--- src/design/cla_pkg.sv ---
`default_nettype none

package cla_pkg;

    localparam int LINE_DEPTH  = 64;
    localparam int QUEUE_DEPTH = 2;

    // result kinds
    localparam logic [2:0] K_ECHO    = 3'd0;
    localparam logic [2:0] K_LINE    = 3'd1;
    localparam logic [2:0] K_STATUS  = 3'd2;
    localparam logic [2:0] K_STOP    = 3'd3;
    localparam logic [2:0] K_RESET   = 3'd4;
    localparam logic [2:0] K_TOOLONG = 3'd5;

    // characters with a meaning of their own
    localparam logic [7:0] CH_STATUS = 8'h3F;
    localparam logic [7:0] CH_STOP   = 8'h21;
    localparam logic [7:0] CH_CAN    = 8'h18;
    localparam logic [7:0] CH_CR     = 8'h0D;
    localparam logic [7:0] CH_LF     = 8'h0A;
    localparam logic [7:0] CH_BS     = 8'h08;
    localparam logic [7:0] CH_DEL    = 8'h7F;
    localparam logic [7:0] CH_SP     = 8'h20;

    typedef enum logic [2:0] {
        OP_STATUS,
        OP_STOP,
        OP_RESET,
        OP_CR,
        OP_ERASE,
        OP_LF,
        OP_STORE
    } t_op;

    typedef struct packed {
        t_op        op;
        logic [7:0] rx_byte;
        logic       from_uart;
    } t_cmd;

endpackage

`default_nettype wire

--- src/design/cla_front.sv ---
`default_nettype none

module cla_front (
    input  wire               i_clk,
    input  wire               i_rst_n,
    input  wire               i_s_tvalid,
    output logic              o_s_tready,
    input  wire  [7:0]        i_s_tdata,
    input  wire               i_s_tuser,
    output logic              o_push,
    input  wire               i_push_ready,
    output cla_pkg::t_cmd     o_cmd
);

    logic          r_valid;
    cla_pkg::t_cmd r_cmd;
    cla_pkg::t_cmd w_cmd;
    logic          w_accept;

    always_comb begin
        w_cmd.rx_byte   = i_s_tdata;
        w_cmd.from_uart = i_s_tuser;
        priority if (i_s_tdata == cla_pkg::CH_STATUS) begin
            w_cmd.op = cla_pkg::OP_STATUS;
        end else if (i_s_tdata == cla_pkg::CH_STOP) begin
            w_cmd.op = cla_pkg::OP_STOP;
        end else if (i_s_tdata == cla_pkg::CH_CAN) begin
            w_cmd.op = cla_pkg::OP_RESET;
        end else if (i_s_tdata == cla_pkg::CH_CR) begin
            w_cmd.op = cla_pkg::OP_CR;
        end else if (i_s_tdata == cla_pkg::CH_BS || i_s_tdata == cla_pkg::CH_DEL) begin
            w_cmd.op = cla_pkg::OP_ERASE;
        end else if (i_s_tdata == cla_pkg::CH_LF) begin
            w_cmd.op = cla_pkg::OP_LF;
        end else begin
            w_cmd.op = cla_pkg::OP_STORE;
        end
    end

    assign o_s_tready = !r_valid || i_push_ready;
    assign w_accept   = i_s_tvalid && o_s_tready;
    assign o_push     = r_valid;
    assign o_cmd      = r_cmd;

    always_ff @(posedge i_clk) begin
        if (!i_rst_n) begin
            r_valid <= 1'b0;
        end else if (w_accept) begin
            r_valid <= 1'b1;
        end else if (i_push_ready) begin
            r_valid <= 1'b0;
        end
    end

    always_ff @(posedge i_clk) begin
        if (w_accept) begin
            r_cmd <= w_cmd;
        end
    end

endmodule

`default_nettype wire

--- src/design/cla_queue.sv ---
`default_nettype none

module cla_queue #(
    parameter int DEPTH = cla_pkg::QUEUE_DEPTH
) (
    input  wire               i_clk,
    input  wire               i_rst_n,
    input  wire               i_push,
    output logic              o_ready,
    input  cla_pkg::t_cmd     i_cmd,
    input  wire               i_pop,
    output logic              o_valid,
    output cla_pkg::t_cmd     o_cmd
);

    localparam int AW = $clog2(DEPTH);
    localparam int CW = $clog2(DEPTH + 1);

    cla_pkg::t_cmd r_buf [DEPTH];
    logic [AW-1:0] r_wr;
    logic [AW-1:0] r_rd;
    logic [CW-1:0] r_cnt;
    logic          w_push;
    logic          w_pop;

    assign o_ready = r_cnt != CW'(DEPTH);
    assign o_valid = r_cnt != '0;
    assign o_cmd   = r_buf[r_rd];
    assign w_push  = i_push && o_ready;
    assign w_pop   = i_pop && o_valid;

    always_ff @(posedge i_clk) begin
        if (!i_rst_n) begin
            r_wr  <= '0;
            r_rd  <= '0;
            r_cnt <= '0;
        end else begin
            if (w_push) begin
                r_wr <= (r_wr == AW'(DEPTH - 1)) ? '0 : r_wr + AW'(1);
            end
            if (w_pop) begin
                r_rd <= (r_rd == AW'(DEPTH - 1)) ? '0 : r_rd + AW'(1);
            end
            if (w_push && !w_pop) begin
                r_cnt <= r_cnt + CW'(1);
            end else if (w_pop && !w_push) begin
                r_cnt <= r_cnt - CW'(1);
            end
        end
    end

    always_ff @(posedge i_clk) begin
        if (w_push) begin
            r_buf[r_wr] <= i_cmd;
        end
    end

endmodule

`default_nettype wire

--- src/design/cla_back.sv ---
`default_nettype none

module cla_back #(
    parameter int LINE_DEPTH = cla_pkg::LINE_DEPTH
) (
    input  wire               i_clk,
    input  wire               i_rst_n,
    input  wire               i_term,
    input  wire               i_cmd_valid,
    input  cla_pkg::t_cmd     i_cmd,
    output logic              o_pop,
    output logic              o_m_tvalid,
    input  wire               i_m_tready,
    output logic [7:0]        o_data,
    output logic [2:0]        o_kind,
    output logic              o_copy,
    output logic              o_last
);

    localparam int LW = $clog2(LINE_DEPTH);

    typedef enum logic [1:0] {S_IDLE, S_ECHO, S_LREAD, S_LEMIT} t_state;

    t_state        r_state, n_state;
    logic [LW-1:0] r_len, n_len;
    logic [LW-1:0] r_idx, n_idx;
    logic          r_echo_sp, n_echo_sp;
    logic          r_copy, n_copy;
    logic          r_out_valid, n_out_valid;
    logic [2:0]    r_kind, n_kind;
    logic [7:0]    r_data, n_data;
    logic          r_out_copy, n_out_copy;
    logic          r_out_last, n_out_last;
    logic [7:0]    r_rd_data;
    logic [7:0]    r_mem [LINE_DEPTH];

    logic          w_slot;
    logic          w_store;
    logic          w_emit;
    logic [2:0]    e_kind;
    logic [7:0]    e_data;
    logic          e_copy;
    logic          e_last;

    // output register is free or drains this cycle
    assign w_slot  = !r_out_valid || i_m_tready;
    assign o_pop   = (r_state == S_IDLE) && i_cmd_valid && w_slot;
    assign w_store = o_pop && (i_cmd.op == cla_pkg::OP_STORE)
                     && (r_len != LW'(LINE_DEPTH - 1));

    always_ff @(posedge i_clk) begin
        if (w_store) begin
            r_mem[r_len] <= i_cmd.rx_byte;
        end
        if (r_state == S_LREAD) begin
            r_rd_data <= r_mem[r_idx];
        end
    end

    always_comb begin
        n_state     = r_state;
        n_len       = r_len;
        n_idx       = r_idx;
        n_echo_sp   = r_echo_sp;
        n_copy      = r_copy;
        n_out_valid = r_out_valid && !i_m_tready;
        n_kind      = r_kind;
        n_data      = r_data;
        n_out_copy  = r_out_copy;
        n_out_last  = r_out_last;
        w_emit      = 1'b0;
        e_kind      = cla_pkg::K_ECHO;
        e_data      = '0;
        e_copy      = 1'b0;
        e_last      = 1'b1;
        unique case (r_state)
            S_IDLE: begin
                if (o_pop) begin
                    unique case (i_cmd.op)
                        cla_pkg::OP_STATUS: begin
                            w_emit = 1'b1;
                            e_kind = cla_pkg::K_STATUS;
                        end
                        cla_pkg::OP_STOP: begin
                            w_emit = 1'b1;
                            e_kind = cla_pkg::K_STOP;
                        end
                        cla_pkg::OP_RESET: begin
                            w_emit = 1'b1;
                            e_kind = cla_pkg::K_RESET;
                        end
                        cla_pkg::OP_CR: begin
                        end
                        cla_pkg::OP_ERASE: begin
                            if (r_len != '0) begin
                                n_len = r_len - LW'(1);
                                if (i_term) begin
                                    // backspace, space, backspace
                                    w_emit    = 1'b1;
                                    e_data    = cla_pkg::CH_BS;
                                    e_last    = 1'b0;
                                    n_echo_sp = 1'b1;
                                    n_state   = S_ECHO;
                                end
                            end
                        end
                        cla_pkg::OP_LF: begin
                            n_copy = i_cmd.from_uart && i_term;
                            n_idx  = '0;
                            if (i_term) begin
                                w_emit = 1'b1;
                                e_data = cla_pkg::CH_LF;
                                e_last = (r_len == '0);
                            end
                            if (r_len != '0) begin
                                n_state = S_LREAD;
                            end
                        end
                        cla_pkg::OP_STORE: begin
                            if (r_len == LW'(LINE_DEPTH - 1)) begin
                                n_len  = '0;
                                w_emit = 1'b1;
                                e_kind = cla_pkg::K_TOOLONG;
                            end else begin
                                n_len = r_len + LW'(1);
                                if (i_term) begin
                                    w_emit = 1'b1;
                                    e_data = i_cmd.rx_byte;
                                end
                            end
                        end
                        default: begin
                        end
                    endcase
                end
            end
            S_ECHO: begin
                if (w_slot) begin
                    w_emit = 1'b1;
                    if (r_echo_sp) begin
                        e_data    = cla_pkg::CH_SP;
                        e_last    = 1'b0;
                        n_echo_sp = 1'b0;
                    end else begin
                        e_data  = cla_pkg::CH_BS;
                        n_state = S_IDLE;
                    end
                end
            end
            S_LREAD: begin
                n_state = S_LEMIT;
            end
            S_LEMIT: begin
                if (w_slot) begin
                    w_emit = 1'b1;
                    e_kind = cla_pkg::K_LINE;
                    e_data = r_rd_data;
                    e_copy = r_copy;
                    e_last = (r_idx == r_len - LW'(1));
                    if (e_last) begin
                        n_len   = '0;
                        n_state = S_IDLE;
                    end else begin
                        n_idx   = r_idx + LW'(1);
                        n_state = S_LREAD;
                    end
                end
            end
        endcase
        if (w_emit) begin
            n_out_valid = 1'b1;
            n_kind      = e_kind;
            n_data      = e_data;
            n_out_copy  = e_copy;
            n_out_last  = e_last;
        end
    end

    always_ff @(posedge i_clk) begin
        if (!i_rst_n) begin
            r_state     <= S_IDLE;
            r_len       <= '0;
            r_out_valid <= 1'b0;
        end else begin
            r_state     <= n_state;
            r_len       <= n_len;
            r_out_valid <= n_out_valid;
        end
        r_idx      <= n_idx;
        r_echo_sp  <= n_echo_sp;
        r_copy     <= n_copy;
        r_kind     <= n_kind;
        r_data     <= n_data;
        r_out_copy <= n_out_copy;
        r_out_last <= n_out_last;
    end

    assign o_m_tvalid = r_out_valid;
    assign o_data     = r_data;
    assign o_kind     = r_kind;
    assign o_copy     = r_out_copy;
    assign o_last     = r_out_last;

endmodule

`default_nettype wire

--- src/design/command_line_assembler.sv ---
// Command line assembler: takes received bytes tagged with their source port and
// builds command lines. The realtime bytes '?', '!' and 0x18 give one status, stop
// or soft-reset result at once and are never stored; carriage return is dropped;
// backspace and DEL erase the last character (echoed as BS, SP, BS in terminal
// mode); line feed emits the stored line one character per result and clears it.
// A byte that would make the line reach LINE_DEPTH characters clears the line
// and gives a line-too-long result. Every result group ends with tlast. A front
// stage classifies each byte and hands it through a short queue to the back
// sequencer, so bytes keep arriving while results wait. Most bytes need only S_IDLE;
// a line feed sends each stored character through S_LREAD, the registered read of
// the line memory, then S_LEMIT, which loads the output register. terminal_mode is
// to be written through the cfg port only while no byte is in flight; the user is
// bound to this, the block itself does not enforce it.
`default_nettype none

module command_line_assembler #(
    parameter int LINE_DEPTH  = cla_pkg::LINE_DEPTH,
    parameter int QUEUE_DEPTH = cla_pkg::QUEUE_DEPTH
) (
    input  wire         i_clk,
    input  wire         i_rst_n,
    input  wire         i_cfg_valid,
    output logic        o_cfg_ready,
    input  wire         i_cfg_data,    // terminal_mode
    input  wire         i_s_tvalid,
    output logic        o_s_tready,
    input  wire  [7:0]  i_s_tdata,     // rx_byte
    input  wire         i_s_tuser,     // from_uart
    output logic        o_m_tvalid,
    input  wire         i_m_tready,
    output logic [7:0]  o_m_tdata,     // data
    output logic [3:0]  o_m_tuser,     // kind[2:0], copy_to_debug
    output logic        o_m_tlast
);

    logic          r_term;
    logic          w_push;
    logic          w_push_ready;
    cla_pkg::t_cmd w_front_cmd;
    logic          w_q_valid;
    logic          w_pop;
    cla_pkg::t_cmd w_q_cmd;
    logic [2:0]    w_kind;
    logic          w_copy;

    assign o_cfg_ready = 1'b1;

    always_ff @(posedge i_clk) begin
        if (!i_rst_n) begin
            r_term <= 1'b0;
        end else if (i_cfg_valid) begin
            r_term <= i_cfg_data;
        end
    end

    cla_front u_front (
        .i_clk        (i_clk),
        .i_rst_n      (i_rst_n),
        .i_s_tvalid   (i_s_tvalid),
        .o_s_tready   (o_s_tready),
        .i_s_tdata    (i_s_tdata),
        .i_s_tuser    (i_s_tuser),
        .o_push       (w_push),
        .i_push_ready (w_push_ready),
        .o_cmd        (w_front_cmd)
    );

    cla_queue #(
        .DEPTH (QUEUE_DEPTH)
    ) u_queue (
        .i_clk   (i_clk),
        .i_rst_n (i_rst_n),
        .i_push  (w_push),
        .o_ready (w_push_ready),
        .i_cmd   (w_front_cmd),
        .i_pop   (w_pop),
        .o_valid (w_q_valid),
        .o_cmd   (w_q_cmd)
    );

    cla_back #(
        .LINE_DEPTH (LINE_DEPTH)
    ) u_back (
        .i_clk       (i_clk),
        .i_rst_n     (i_rst_n),
        .i_term      (r_term),
        .i_cmd_valid (w_q_valid),
        .i_cmd       (w_q_cmd),
        .o_pop       (w_pop),
        .o_m_tvalid  (o_m_tvalid),
        .i_m_tready  (i_m_tready),
        .o_data      (o_m_tdata),
        .o_kind      (w_kind),
        .o_copy      (w_copy),
        .o_last      (o_m_tlast)
    );

    assign o_m_tuser = {w_copy, w_kind};

endmodule

`default_nettype wire

--- config.mk ---
export PLATFORM = sky130hd
export DESIGN_NAME = command_line_assembler
export DESIGN_NICKNAME = d
export VERILOG_FILES = /design/src/design/cla_pkg.sv /design/src/design/cla_front.sv /design/src/design/cla_queue.sv /design/src/design/cla_back.sv /design/src/design/command_line_assembler.sv
export SDC_FILE = /design/constraint.sdc
export NUM_CORES = 1
export LEC_CHECK = 0
export BUFFER_PORTS_ARGS = -buffer_cell sky130_fd_sc_hd__buf_2
export CAP_MARGIN = 20
export CORE_MARGIN = 4
export CORE_UTILIZATION = 40
export DETAILED_ROUTE_END_ITERATION = 16
export PLACE_DENSITY = 0.66
export SYNTH_ARGS = -nofsm -noshare
export SYNTH_HDL_FRONTEND = slang
export SYNTH_HIERARCHICAL = 1
export SYNTH_SLANG_ARGS = --single-unit
--- constraint.sdc ---
create_clock -name i_clk -period 3.7 [get_ports i_clk]
set_input_delay 0.555 -clock i_clk [delete_from_list [all_inputs] [get_ports i_clk]]
set_output_delay 0.555 -clock i_clk [all_outputs]
set_load 0.02 [all_outputs]
==> summary.txt, run 1 <==
Outcome
  – Outcome: finished clean

Synth
  – Seq cells post-synth: 593
  – Asr flop ratio synth: 0
  – Cell with the most instances after synthesis: edfxtp_1
  – Synth cell count leaders: edfxtp_1 (577), mux4_2 (117), nor2_1 (93), nand2_1 (39)
  – Register area share after synthesis: 0.740
  – Number of library cell types mapped by synthesis: 73
  – YS warnings: 6
  – Syn nets: 1,296
  – Synthesized cell area: 23,800 µm²
  – Cells after synthesis: 1,271
  – Synth area leader: edfxtp_1
  – Yosys top cell area share: 0.727
  – Main flop type after synthesis: edfxtp_1
  – EDFF count, synth: 577
  – Top cells by area, synth: edfxtp_1 (73%), mux4_2 (11%), nor2_1 (1.5%)
  – Syn_area_per_cell: 18.8 µm²

Setup path
  – Worst R2R End: u_back/r_mem[25][3]
  – Cell breakdown of the critical path: mux2_2, nand3b_1, buf_4, a31oi_1, buf_4, and3_1, nand3_1, nor3b_1, buf_4
  – Most frequent cell on the critical path: buf_4
  – Worst Path Max Fanout: 11
  – Reg2Reg Depth: 9
  – Setup crit start kind: register
  – CP bufs+invs: 3
  – Critical path's top delay family: simple AND/OR/NAND/NOR gates
  – CP peak stage delay: 440 ps
  – Worst setup EP type: register
  – Worst EP required: 4000 ps
  – Arr. time, crit path: 3380 ps
  – Flop-to-flop setup slack: 620 ps
  – Setup Crit Path Kind: reg2reg
  – Slowest-stage cell, CP: mux2_2

Floorplanning
  – Core Box Area: 59,000 µm²
  – Chip Height: 252 µm
  – Initial Util: 0.404
  – Ports: 31
  – Row count: 89
  – Die Width: 252 µm
  – Die area: 63,600 µm²

Clock network
  – # resized after CTS: 0
  – Postcts setup bufs: 0
  – CTS root buffer: clkbuf_16
  – Clk_lat worst skew: 610 ps
  – Num CTS Buffers: 56
  – CTS tree: yes
  – CTS sink cnt: 593
  – Htree depth: 2
  – Cts hold-fix bufs: 0
  – Clock Tree Buf Depth: 3
  – Clk slew on worst S/H paths: 60 ps

Timing
  – Fmax: 325 MHz
  – Setup-failing EPs final: 0
  – Hold_ws: 124 ps
  – Unrepaired setup endpoints after global routing: false
  – Final Hold Fails: 0
  – Clock skew: 20.6 ps
  – Worst slew margin: 0.247
  – Worst Max-Slew Pin Slew: 1130 ps
  – Tcrit/Tclk final: 0.832
  – Final Critical Period: 3080 ps
  – Sum Neg Setup Slack: 0 ps
  – Final slew viol count: 0

Global route
  – Initial antenna violation count: 0
  – GR Util met1: 0.241
  – GRT met3 Usage: 0.0420
  – Largest net degree at the start of global routing: 52
  – First-pass GRT wire length: 83,000 µm
  – Number of global-route vias before repair: 12,691
  – Congestion Overflow GR: 0
  – Gr busiest metal: met2
  – Met2 Use GR: 0.275
  – Tot GR Track Use: 0.175

Min path
  – Hold Path Depth: 1
  – Worst Hold Path EP: u_front/o_cmd[0]
  – Hold path startpoint: i_s_tuser
  – Worst Hold Class: in2reg

Run
  – Max Cap Viol: 0

Layout
  – Final layout net count: 1,415
  – ANT cells: 0
  – Area grow syn2layout: 14.0%
  – Layout cells sized above 1: 0.258
  – Register Area: 17,600 µm²
  – Fillers: 4,927
  – Area occupied by multi-input gates: 5750 µm²

Drt
  – 1st-iter DRT viols: 1,433
  – First-pass DRT Iterations: 5
  – Via density: 5.77
  – Overall routed net length: 55,700 µm
  – Final ANT Viol Nets: 0
  – DR vias: 12,721
  – Per-cell routed wire length: 25.2 µm
  – Drc violations: 0

Place
  – RD Place Congestion: 0.852
  – IO buf count: 29
  – Hpwl dp: 36,000 µm

Power and ir drop
  – Power Total: 19.0 mW
  – Switching share of power: 0.302
  – PD cells: 699 nW/µm²
  – Clock share of power: 0.294
  – VDD IR max: 0.480 mV
  – P_sw: 5.75 mW
  – Sequential Power Share: 0.440
  – Pint: 13.3 mW
  – Leak Pwr: 8.68 nW
  – Logic gate share of total power: 0.266
[cell usage in the layout, fill, tap and decap left out, types with 11 or more instances in the layout]
master / netlist / final
nor2b_1: 13 / 13
mux4_2: 117 / 117
nor3_1: 19 / 19
buf_4: 5 / 98
a31oi_1: 11 / 11
dfxtp_1: 16 / 16
o22ai_1: 24 / 24
inv_1: 15 / 15
clkinv_2: 0 / 13
a21oi_1: 17 / 17
mux2_2: 29 / 29
edfxtp_1: 577 / 577
clkinv_1: 2 / 13
nor2_1: 93 / 93
buf_2: 27 / 29
clkbuf_16: 0 / 57
nand2_1: 39 / 39
nand3_1: 21 / 21
a22oi_1: 22 / 22
mux2i_1: 13 / 13
[metrics by stage]
stage | instances | instance area [µm²] | util | setup WS (ps)
after floorplan | 1271 | 23800 | - | 672
after global routing | 2206 | 27200 | 0.461 | 536
after global placement | 2104 | 25400 | 0.430 | 709
after detailed placement | 2105 | 25400 | 0.430 | 694
final | 2206 | 27200 | 0.461 | 620
after CTS | 2206 | 27200 | 0.461 | 659
[worst max-delay path by stage]
stage,endpoint,slack [ps],startpoint,cells past startpoint
4_1_cts,u_back/r_mem[25][3],660,register,9
3_3_place_gp,u_back/r_mem[25][1],710,register,9
3_5_place_dp,u_back/r_mem[25][4],690,register,9
5_1_grt,u_back/r_mem[25][6],540,register,9
2_1_floorplan,u_back/r_mem[25][0],670,register,8
6_report,u_back/r_mem[25][3],620,register,9
[sequential cells by signal, summed over array words and instances, names as in the netlist, 2 cells and up, named ones only]
name and flops:
u_back/r_idx 6, u_back/r_rd_data 8, u_back/r_len 6, u_queue/r_buf 24, u_back/r_mem 512, u_back/o_kind 3, u_back/r_state 2, u_back/o_data 8
u_queue/r_cnt 2, u_front/o_cmd 12
[power by group through the flow]
stage	clock network, mW	registers (mW)	logic [mW]
6_report	5.59	8.36	5.06
5_1_grt	6.02	8.38	5.39
4_1_cts	5.72	8.36	5.06
3_5_place_dp	0	8.50	5.04
3_3_place_gp	0	8.50	4.94
2_1_floorplan	0	8.38	3.43
[layout make-up]
cell class,instances,share of cell area
inverters,17,0.00235
clock buffers,66,0.0537
repair buffers,132,0.0361
multi-input cells,590,0.211
well taps,773,0.0356
clock inverters,35,0.0120
flip-flops and latches,593,0.649
[cells by family after synthesis]
logic type                 share of synthesized area
DFF                                            0.740
other                                       0.000157
buffers and inverters                         0.0189
muxes                                          0.130
xor gates and xnor gates                     0.00551
AOI/OAI and AO/OA                             0.0485
adders and majority gates                    0.00525
and+or+nand+nor                               0.0518
[routing by layer]
layer / vias to the layer above / share of wire / wire [µm]
li1: 5443 / - / -
met4: 0 / 0.035 / 1950
met3: 119 / 0.087 / 4850
met2: 589 / 0.47 / 26400
met5: - / 0 / 0
met1: 6570 / 0.40 / 22500
[worst reg2reg max path: stages (launching register included)]
cell	delay, ps
dfxtp_1	420
mux2_2	440
nand3b_1	180
buf_4	180
a31oi_1	160
buf_4	170
and3_1	340
nand3_1	240
nor3b_1	400
buf_4	240
No activity file was read; power rests on OpenSTA's default activity.
==> run 2, diff against run 1 <==
--- a/config.mk
+++ b/config.mk
@@ -5,6 +5,7 @@
 export SDC_FILE = /design/constraint.sdc
 export NUM_CORES = 1
 export LEC_CHECK = 0
+export ABC_AREA = 1
 export BUFFER_PORTS_ARGS = -buffer_cell sky130_fd_sc_hd__buf_2
 export CAP_MARGIN = 20
 export CORE_MARGIN = 4
==> constraint.sdc (replaced) <==
create_clock -name i_clk -period 3 [get_ports i_clk]
set_input_delay 0.45 -clock i_clk [delete_from_list [all_inputs] [get_ports i_clk]]
set_output_delay 0.45 -clock i_clk [all_outputs]
set_load 0.02 [all_outputs]
==> summary.txt, run 2 <==
Outcome
  – Outcome: finished clean

Synth
  – Asr flop ratio synth: 0
  – Syn nets: 1,987
  – Cells after synthesis: 1,962
  – Seq cells post-synth: 593
  – Synthesized cell area: 24,300 µm²
  – EDFF count, synth: 577
  – Register area share after synthesis: 0.725
  – Synth cell count leaders: edfxtp_1 (577), nor2_1 (392), o21ai_0 (268), nand2_1 (151), nand3_1 (103)
  – Top cells by area, synth: edfxtp_1 (71%), nor2_1 (6.0%), o21ai_0 (5.5%)
  – YS warnings: 6
  – Number of library cell types mapped by synthesis: 51
  – Synth area leader: edfxtp_1
  – Syn_area_per_cell: 12.4 µm²
  – Main flop type after synthesis: edfxtp_1
  – Yosys top cell area share: 0.712
  – Cell with the most instances after synthesis: edfxtp_1

Global route
  – Largest net degree at the start of global routing: 137
  – GR Util met1: 0.271
  – Met2 Use GR: 0.319
  – Number of global-route vias before repair: 15,637
  – First-pass GRT wire length: 95,800 µm
  – Congestion Overflow GR: 0
  – Initial antenna violation count: 0
  – Gr busiest metal: met2
  – Tot GR Track Use: 0.193
  – GRT met3 Usage: 0.0301

Place
  – RD Place Congestion: 0.916
  – Post-Place Cell Area: 26,000 µm²
  – Post-Place Setup Slack: 246 ps
  – IO buf count: 29
  – Hpwl dp: 39,500 µm

Floorplanning
  – Ports: 31
  – Chip Height: 255 µm
  – Die Width: 255 µm
  – Core Box Area: 60,200 µm²
  – Die area: 64,900 µm²
  – Row count: 90
  – Initial Util: 0.404

Power and ir drop
  – PD cells: 808 nW/µm²
  – Power Total: 22.5 mW
  – VDD IR max: 0.569 mV
  – Leak Pwr: 9.37 nW

Setup path
  – Worst Path Max Fanout: 10
  – Arr. time, crit path: 3120 ps
  – Setup crit start kind: register
  – Worst EP required: 3330 ps
  – Worst setup EP type: register
  – Setup Crit Path Kind: reg2reg

Clock network
  – CTS root buffer: clkbuf_16
  – CTS sink cnt: 593
  – Htree depth: 2
  – Clock Tree Buf Depth: 3
  – Clk slew on worst S/H paths: 60 ps
  – Num CTS Buffers: 57
  – Clk_lat worst skew: 610 ps
  – CTS tree: yes

Timing
  – Sum Neg Setup Slack: 0 ps
  – Final Critical Period: 2800 ps
  – Worst slew margin: 0.361
  – Worst setup margin: 204 ps
  – Unrepaired setup endpoints after global routing: false
  – Worst Max-Slew Pin Slew: 957 ps
  – Setup-failing EPs final: 0
  – Tcrit/Tclk final: 0.932
  – Final Hold Fails: 0
  – Hold_ws: 44.6 ps
  – Fmax: 358 MHz
  – Clock skew: 17.7 ps
  – Final slew viol count: 0

Drt
  – Per-cell routed wire length: 22.1 µm
  – Final ANT Viol Nets: 0
  – DR vias: 16,172
  – Drc violations: 0
  – First-pass DRT Iterations: 6
  – Via density: 5.61
  – 1st-iter DRT viols: 2,153
  – Overall routed net length: 63,600 µm

Layout
  – Largest Register: u_back/r_mem
  – Most common cell after layout, fill and taps aside: edfxtp_1
  – Layout cells sized above 1: 0.132
  – ANT cells: 0
  – Final layout net count: 2,077
  – Fillers: 5,250
  – Area grow syn2layout: 14.5%
  – Max reg flops: 512
  – Most used cells in the layout excluding fill and tap cells: edfxtp_1 (577), nor2_1 (390), o21ai_0 (268)
  – Final Cell Area: 27,900 µm²

Min path
  – Worst Hold Class: in2reg

Run
  – Max Cap Viol: 0
## run 2: cells by family after synthesis
| kind of cell | Yosys count | share of synthesized area |
|---|---|---|
| other | 1 | 0.000154 |
| buffers and inverters | 180 | 0.0308 |
| flip-flops | 593 | 0.725 |
| adder cells (fa/ha/maj) | 10 | 0.00514 |
| AND/OR/NAND/NOR | 692 | 0.121 |
| XOR/XNOR | 3 | 0.00108 |
| multiplexers | 12 | 0.00709 |
| AO/OA/AOI/OAI | 471 | 0.110 |
## run 2: worst max-delay path, stage by stage, from the launching register on
cell     delay, ps
dfxtp_1        440
mux2_4         330
inv_1          120
nand2_2        110
nor2_8         180
inv_6           80
nor3_4         330
inv_4          110
nor2_8         210
nand2_4        130
nor2_1         250
buf_4          220
## run 2: layout make-up
type | instances | area, µm² | share of cell area
Clock buffer | 83 | 1610 | 0.0576
Clock inverter | 24 | 288 | 0.0103
Inverter | 68 | 269 | 0.00965
Multi-Input combinational cell | 1189 | 5950 | 0.213
Sequential cell | 593 | 17600 | 0.633
Tap cell | 782 | 978 | 0.0351
Timing Repair Buffer | 143 | 1140 | 0.0409
## run 2: power by group
part,total (mW),switching (mW),leakage (nW),internal [mW]
Sequential,10.1,0.182,5.32,9.95
Combinational,5.12,3.79,3.13,1.33
Clock,7.25,3.02,0.914,4.24
Total,22.5,6.99,9.37,15.5
## run 2: per-layer routing
layer | vias up | wire length [µm]
met4 | 0 | 1500
li1 | 7324 | -
met1 | 7972 | 26600
met2 | 772 | 30500
met3 | 104 | 5030
met5 | - | 0
## run 2: final timing paths
path	start	to	slack, ps	depth (start not counted)
hold reg to reg	u_front/o_cmd[4]	u_queue/r_buf[0][4]	450	0
setup / recovery	register	u_back/r_mem[12][4]	200	11
hold / removal	i_s_tdata[7]	u_front/o_cmd[8]	40	1
setup reg to reg	register	u_back/r_mem[12][4]	200	11
## run 2: per-stage QoR
| stage | instances | utilization |
|---|---|---|
| finish | 2882 | 0.463 |
| global route | 2882 | 0.463 |
| CTS | 2882 | 0.463 |
| detailed placement | 2774 | 0.431 |
| global placement | 2774 | 0.431 |
| floorplan | 1962 | - |
## run 2: what timing repair did
action                                 4_1_cts  5_1_grt
endpoints found under the hold margin        1        0
resized for setup                            0        0
hold buffers                                 1        0
buffers inserted                             0        0
